`config.mk`:
```
export PLATFORM = sky130hd
export DESIGN_NAME = mersenne_perfect_number_test_unit
export DESIGN_NICKNAME = d
export VERILOG_FILES = /design/src/rtl/mpnt_pkg.sv /design/src/rtl/mpnt_ctrl.sv /design/src/rtl/mpnt_dp.sv /design/src/rtl/mersenne_perfect_number_test_unit.sv
export SDC_FILE = /design/constraint.sdc
export NUM_CORES = 1
export LEC_CHECK = 0
export CELL_PAD_IN_SITES_DETAIL_PLACEMENT = 1
export CELL_PAD_IN_SITES_GLOBAL_PLACEMENT = 1
export CORE_ASPECT_RATIO = 1.2
export CORE_MARGIN = 1
export CORE_UTILIZATION = 56
export DETAILED_ROUTE_END_ITERATION = 8
export DONT_BUFFER_PORTS = 1
export GPL_TIMING_DRIVEN = 0
export PLACE_DENSITY_LB_ADDON = 0.1
export REMOVE_ABC_BUFFERS = 1
export SETUP_SLACK_MARGIN = 0.5
export SLEW_MARGIN = 20
export SYNTH_ARGS = -nofsm -noshare
export SYNTH_HDL_FRONTEND = slang
export SYNTH_HIERARCHICAL = 1
export SYNTH_SLANG_ARGS = --single-unit
```
`constraint.sdc`:
```
create_clock -name clk -period 9.6 [get_ports clk]
set_clock_uncertainty 0.2 [all_clocks]
set_input_delay 1.92 -clock clk [delete_from_list [all_inputs] [get_ports clk]]
set_output_delay 1.92 -clock clk [all_outputs]
set_load 0.03 [all_outputs]
```
`src/rtl/mpnt_pkg.sv`:
```
package mpnt_pkg;

  // Fixed field widths of the stream words.
  localparam int EXP_W   = 6;
  localparam int VALUE_W = 63;
  localparam int IN_TDATA_W  = 8;
  localparam int OUT_TDATA_W = 72;

  // Commands from the controller to the datapath.
  typedef struct packed {
    logic load;       // capture the exponent and set up the first divisor
    logic div_start;  // begin a remainder pass for the current divisor
    logic div_step;   // one bit of the restoring remainder
    logic advance;    // move to the next divisor
    logic finish;     // write the result word into the output register
    logic prime;      // verdict that goes with finish
  } cmd_t;

  // Status from the datapath to the controller.
  typedef struct packed {
    logic range_ok;   // exponent lies in 2..MAX_EXPONENT
    logic sq_above;   // divisor squared exceeds the Mersenne number
    logic div_last;   // the current remainder step is the final one
    logic rem_zero;   // the divisor divides the Mersenne number exactly
    logic out_busy;   // output register holds a word not yet taken
  } status_t;

endpackage

```
`src/rtl/mpnt_ctrl.sv`:
```
module mpnt_ctrl (
  input  logic              clk,
  input  logic              rst,
  input  logic              s_tvalid,
  output logic              s_tready,
  input  mpnt_pkg::status_t status,
  output mpnt_pkg::cmd_t    cmd
);

  typedef enum logic [2:0] {
    IDLE,
    CHECK,
    DIV,
    EVAL,
    FINISH
  } state_t;

  state_t state;
  state_t state_next;
  logic   verdict;
  logic   verdict_next;

  always_comb begin
    cmd          = '0;
    state_next   = state;
    verdict_next = verdict;
    unique case (state)
      IDLE: begin
        if (s_tvalid) begin
          cmd.load   = 1'b1;
          state_next = CHECK;
        end
      end
      CHECK: begin
        if (!status.range_ok) begin
          verdict_next = 1'b0;
          state_next   = FINISH;
        end else if (status.sq_above) begin
          verdict_next = 1'b1;
          state_next   = FINISH;
        end else begin
          cmd.div_start = 1'b1;
          state_next    = DIV;
        end
      end
      DIV: begin
        cmd.div_step = 1'b1;
        if (status.div_last) begin
          state_next = EVAL;
        end
      end
      EVAL: begin
        if (status.rem_zero) begin
          verdict_next = 1'b0;
          state_next   = FINISH;
        end else begin
          cmd.advance = 1'b1;
          state_next  = CHECK;
        end
      end
      FINISH: begin
        cmd.prime = verdict;
        if (!status.out_busy) begin
          cmd.finish = 1'b1;
          state_next = IDLE;
        end
      end
      default: begin
        state_next = IDLE;
      end
    endcase
  end

  always_ff @(posedge clk) begin
    if (rst) begin
      state    <= IDLE;
      s_tready <= 1'b1;
      verdict  <= 1'b0;
    end else begin
      state    <= state_next;
      s_tready <= (state_next == IDLE);
      verdict  <= verdict_next;
    end
  end

endmodule

```
`src/rtl/mpnt_dp.sv`:
```
module mpnt_dp #(
  parameter int MAX_EXPONENT = 32
) (
  input  logic                             clk,
  input  logic                             rst,
  input  logic [mpnt_pkg::EXP_W-1:0]       exponent,
  input  mpnt_pkg::cmd_t                   cmd,
  output mpnt_pkg::status_t                status,
  input  logic                             out_ready,
  output logic                             out_valid,
  output logic [mpnt_pkg::EXP_W-1:0]       out_exponent,
  output logic                             out_perfect,
  output logic [mpnt_pkg::VALUE_W-1:0]     out_value
);

  localparam int EW    = mpnt_pkg::EXP_W;
  localparam int VW    = mpnt_pkg::VALUE_W;
  localparam int M_W   = MAX_EXPONENT;
  localparam int D_W   = MAX_EXPONENT / 2 + 1;
  localparam int SQ_W  = 2 * D_W;
  localparam int CNT_W = (M_W > 1) ? $clog2(M_W) : 1;

  logic [EW-1:0]    p;
  logic [M_W-1:0]   m;
  logic [D_W-1:0]   d;
  logic [SQ_W-1:0]  sq;
  logic [D_W-1:0]   rem;
  logic [M_W-1:0]   shreg;
  logic [CNT_W-1:0] cnt;

  logic [M_W-1:0]   m_init;
  logic [D_W:0]     shifted;
  logic             fits;
  logic [VW-1:0]    value_calc;

  // All ones in the low p bits: 2^p - 1, also right when p equals the width.
  assign m_init  = ~({M_W{1'b1}} << exponent);
  assign shifted = {rem, shreg[M_W-1]};
  assign fits    = (shifted >= {1'b0, d});
  assign value_calc = {{(VW-M_W){1'b0}}, m} << (p - EW'(1));

  assign status.range_ok = (p >= EW'(2)) && (p <= EW'(MAX_EXPONENT));
  assign status.sq_above = (sq > SQ_W'(m));
  assign status.div_last = (cnt == '0);
  assign status.rem_zero = (rem == '0);
  assign status.out_busy = out_valid && !out_ready;

  always_ff @(posedge clk) begin
    if (cmd.load) begin
      p  <= exponent;
      m  <= m_init;
      d  <= D_W'(2);
      sq <= SQ_W'(4);
    end
    if (cmd.div_start) begin
      rem   <= '0;
      shreg <= m;
      cnt   <= CNT_W'(M_W - 1);
    end
    if (cmd.div_step) begin
      rem   <= fits ? D_W'(shifted - {1'b0, d}) : D_W'(shifted);
      shreg <= shreg << 1;
      cnt   <= cnt - CNT_W'(1);
    end
    if (cmd.advance) begin
      d  <= d + D_W'(1);
      sq <= sq + SQ_W'({d, 1'b1});
    end
    if (cmd.finish) begin
      out_exponent <= p;
      out_perfect  <= cmd.prime;
      out_value    <= cmd.prime ? value_calc : '0;
    end
  end

  always_ff @(posedge clk) begin
    if (rst) begin
      out_valid <= 1'b0;
    end else if (cmd.finish) begin
      out_valid <= 1'b1;
    end else if (out_ready) begin
      out_valid <= 1'b0;
    end
  end

endmodule

```
`src/rtl/mersenne_perfect_number_test_unit.sv`:
```
// An exponent outside 2..MAX_EXPONENT is answered straight from the range check;
// otherwise divisors from 2 up are tried until one divides 2^p - 1 or squares above it.
// Throughput: one word at a time; the bit-serial remainder loop sets the pace.
// Reset (rst, synchronous, active high) empties the output register and
// returns the controller to idle; no memory needs clearing.
module mersenne_perfect_number_test_unit #(
  parameter int MAX_EXPONENT = 32
) (
  input  logic                                   clk,
  input  logic                                   rst,
  input  logic                                   s_tvalid,
  output logic                                   s_tready,
  // s_tdata: [5:0] exponent, [7:6] zero
  input  logic [mpnt_pkg::IN_TDATA_W-1:0]        s_tdata,
  output logic                                   m_tvalid,
  input  logic                                   m_tready,
  // m_tdata: [5:0] exponent_echo, [68:6] perfect_value, [71:69] zero
  output logic [mpnt_pkg::OUT_TDATA_W-1:0]       m_tdata,
  // m_tuser: [0] is_perfect
  output logic                                   m_tuser
);

  localparam int EW  = mpnt_pkg::EXP_W;
  localparam int VW  = mpnt_pkg::VALUE_W;
  localparam int PAD = mpnt_pkg::OUT_TDATA_W - EW - VW;

  // The controller sequences divisors and remainder passes; the datapath
  // holds the Mersenne number, the divisor with its running square, the
  // bit-serial remainder and the output register that parts the two sides.
  mpnt_pkg::cmd_t    cmd;
  mpnt_pkg::status_t status;

  logic [EW-1:0] out_exponent;
  logic [VW-1:0] out_value;

  mpnt_ctrl u_ctrl (
    .clk      (clk),
    .rst      (rst),
    .s_tvalid (s_tvalid),
    .s_tready (s_tready),
    .status   (status),
    .cmd      (cmd)
  );

  mpnt_dp #(
    .MAX_EXPONENT (MAX_EXPONENT)
  ) u_dp (
    .clk          (clk),
    .rst          (rst),
    .exponent     (s_tdata[EW-1:0]),
    .cmd          (cmd),
    .status       (status),
    .out_ready    (m_tready),
    .out_valid    (m_tvalid),
    .out_exponent (out_exponent),
    .out_perfect  (m_tuser),
    .out_value    (out_value)
  );

  // The result word: exponent in the low bits, then the perfect number.
  assign m_tdata = {{PAD{1'b0}}, out_value, out_exponent};

endmodule

```
==> results.toml <==
[status]
status = "complete, no violations"

[clock_network]
cts_buffer_depth = 3
cts_tree = "yes"
ctsRootBufferMaster = "clkbuf_16"
post_cts_buffers = 0
cts_resized = 0
cts_buffers = 24
htree_levels = 1
cts.clk_slew.worst_paths_ns = 0.06
clk-insertion-delay-late_ns = 0.53
clock-sinks = 218
cts.hold.buffers_added = 0

[floorplanning]
core_area_sq_um = 24200
start_util = 0.578
ioPinCount = 87
die_w_um = 146
dieArea_sq_um = 25600
die_h_um = 175
rows = 62

[route]
drc = 0
wirelength_mm = 39.3
ant_nets = 0
wl_per_cell_um = 23.7
drtIter0Drc = 662
dr_total_vias = 10800
drt-pass1-iter-count = 5
vias_per_cell = 6.48

[finish]
area_growth_pct = 8.59
mostFrequentLayoutCells = "211 x edfxtp_1, 153 x nand2_1, 91 x nor2_1"
diodes = 0
fin_nets = 1408
layout-drive-gt1-share = 0.102
fin_util = 0.627
mostFrequentLayoutCell = "edfxtp_1"

[power]
irDropWorstVdd_mv = 0.136
internal_power_uw = 1880
p_sw_frac = 0.318
leakagePower_uw = 0.00566
seq_power_share = 0.442
power_switching_uw = 877
combPwrFrac = 0.224
power_density_nw_per_um2 = 182
pwr-share-clk = 0.334

[sta]
finalMaxSlewViolations = 0
setup_viol = 0
period_needed_ns = 5.04
tns_ns = 0
max_freq_ghz = 0.198
rsz0062_at_grt = "no"
worstMarginPinSlew_ns = 0.952
maxSlewHeadroom = 0.363
fin_crit_sh = 0.525
hold_violations = 0

[setup_path]
cpMaxStageDelayCell = "nor2b_2"
reg2reg_from = "u_dp/p[5]"
r2r_cells = 10
r2r_slack_ns = 4.56
critPathMostFrequentCell = "nand4_1"
critical_path.max_stage_delay_ns = 0.77
r2r_end = "u_dp/shreg[24]"
start_kind = "flip-flop"
path_cells = "inv_1 -> ha_1 -> nand4_1 -> nor4_1 -> nand4_1 -> o22a_1 -> or3b_4 -> nor2_2 -> nor2b_2 -> a22o_1"
cp.arrival_ns = 5.21
crit_required_ns = 9.77
worst-path-max-fanout = 18
cp-end-kind = "flip-flop"
worstSetupPathType = "reg2reg"

[yosys]
yosysTopAreaCell = "edfxtp_1"
synth_cell_types = 84
ys_ff_latch = 218
synth_enable_flop_cells = 211
synth-main-ff-cell = "edfxtp_1"
yosys_warnings = 6
synth-async-reset-ratio = 0
synthCells = 1351
syn_area_sq_um = 14000
yosysSeqAreaShare = 0.463
synthDominantCellAreaShare = 0.453
postSynthAreaPerCell_sq_um = 10.3
synth.top_cells.by_area = "edfxtp_1 45%, ha_1 6.3%, nand2_1 4.1%, mux4_2 4.0%, o21ai_0 2.8%"

[min_path]
holdCritPathClass = "reg2reg"
hold_depth = 2
hold_end = "u_dp/shreg[15]"
hold_path_startpoint = "u_dp/shreg[14]"

[grt]
grt_pass1_vias = 11500
grt_max_degree = 54
grt_overflow = 0
grt_usage = 0.311
antenna_found_initial = 0
grt_pass1_wl_mm = 62.7

[placed_design]
detailed_place_hpwl_mm = 28.2
io_buffers = 0
gp_congestion = 0.872

[job]
max_cap_violations = 0
## worst max-delay path by stage
| stage | cells after the start | start | end | slack (ns) |
|---|---|---|---|---|
| 5_1_grt | 13 | u_dp/m[11] | u_dp/shreg[24] | 4.36 |
| 3_3_place_gp | 4 | u_ctrl/state[1] | u_dp/shreg[1] | 0.98 |
| 2_1_floorplan | 3 | s_tvalid | u_dp/d[0] | 3.13 |
| 6_report | 10 | u_dp/p[5] | u_dp/shreg[24] | 4.56 |
| 3_5_place_dp | 9 | u_dp/p[5] | u_dp/shreg[24] | 4.69 |
| 4_1_cts | 10 | u_dp/p[5] | u_dp/shreg[24] | 4.61 |
## layer usage
layer | part of all wire | track usage | vias to the layer above | wire (um)
met5 | 0 | 0 | - | 0
met3 | 0.042 | 0.0410 | 123 | 1640
met1 | 0.38 | 0.350 | 5391 | 15100
met2 | 0.52 | 0.566 | 346 | 20500
met4 | 0.052 | 0.172 | 0 | 2050
li1 | - | - | 4915 | -
## state kept, by name (all words and copies together), names as in the netlist
name,count
u_dp/out_exponent,6
u_ctrl/verdict,1
u_dp/out_value,63
u_ctrl/s_tready,1
u_dp/sq,34
u_dp/out_perfect,1
u_dp/shreg,32
u_dp/rem,17
u_ctrl/state,3
u_dp/p,6
u_dp/out_valid,1
u_dp/m,31
u_dp/cnt,5
u_dp/d,17
## kinds of logic (layout without fill, tap and decap cells)
group / after synthesis / in the layout / share of synthesized area
buffers and inverters: 146 / 135 / 0.0455
other: 1 / 3 / 0.000268
AOI/OAI and AO/OA: 313 / 313 / 0.147
adders and majority gates: 72 / 72 / 0.0655
and+or+nand+nor: 470 / 470 / 0.167
muxes: 71 / 71 / 0.0740
DFF: 218 / 218 / 0.463
xor gates and xnor gates: 60 / 60 / 0.0381
## metrics by stage
| stage | std cells | hold WS, ns | worst slack (ns) | power, uW | cell area [sq um] |
|---|---|---|---|---|---|
| 2_1_floorplan | 1278 | 0.261 | 3.13 | 1640 | 13600 |
| 3_3_place_gp | 1598 | 0.284 | 0.979 | 1780 | 14000 |
| 3_5_place_dp | 1618 | 0.324 | 4.69 | 1840 | 14400 |
| 4_1_cts | 1662 | 0.335 | 4.61 | 2760 | 15200 |
| 5_1_grt | 1662 | 0.376 | 4.36 | 2860 | 15200 |
| 6_report | 1662 | 0.333 | 4.56 | 2760 | 15200 |
## power groups by stage
stage                     Combinational [uW]  Sequential (uW)  Clock [uW]
after floorplan                          433             1210           0
after global placement                   543             1240           0
after detailed placement                 600             1240           0
after CTS                                611             1220         935
after global routing                     671             1220         962
final                                    617             1220         921
## worst max-delay path, delay by kind of cell, from the launching register on
family | cells | cell delay, ns
AND/OR/NAND/NOR | 6 | 2.69
adder cells (fa/ha/maj) | 1 | 0.40
AO/OA/AOI/OAI | 2 | 0.60
flip-flops | 1 | 0.67
buffers and inverters | 1 | 0.30
## area by class of cell
cell class              instances  area [sq um]
fillers                      2557          9020
repair buffers                 20           269
flip-flops and latches        218          6480
inverters                      71           267
well taps                     320           400
clock buffers                  28           637
clock inverters                16           133
multi-input cells             989          7000
## cells in the mapped netlist, types with 3 or more instances
| cell type | number |
|---|---|
| dfxtp_1 | 7 |
| o21a_1 | 7 |
| xnor2_1 | 37 |
| and2_1 | 40 |
| a21boi_1 | 6 |
| nor3b_1 | 3 |
| o211ai_1 | 9 |
| edfxtp_1 | 211 |
| and4_1 | 3 |
| a21oi_1 | 73 |
| a311oi_1 | 3 |
| mux2i_1 | 37 |
| a31oi_1 | 7 |
| nor3_2 | 3 |
| or3_1 | 10 |
| buf_4 | 8 |
| a211oi_1 | 4 |
| nor2b_1 | 29 |
| o21ai_1 | 9 |
| inv_1 | 70 |
| nor4_1 | 12 |
| xor2_1 | 22 |
| o211a_1 | 4 |
| mux2_2 | 9 |
| clkbuf_1 | 33 |
| a21boi_0 | 3 |
| o22ai_1 | 20 |
| buf_2 | 29 |
| o31ai_1 | 8 |
| a22o_1 | 19 |
| nand4_1 | 19 |
| mux4_2 | 25 |
| nand2_1 | 153 |
| nor3_1 | 21 |
| o21bai_1 | 3 |
| ha_1 | 70 |
| nand3_1 | 32 |
| nor2_1 | 94 |
| o21ai_0 | 77 |
| nand2b_1 | 11 |
| and3_1 | 14 |
| a21o_1 | 28 |
| o31a_1 | 3 |
| or2_2 | 8 |
(Power assumes the default switching activity.)
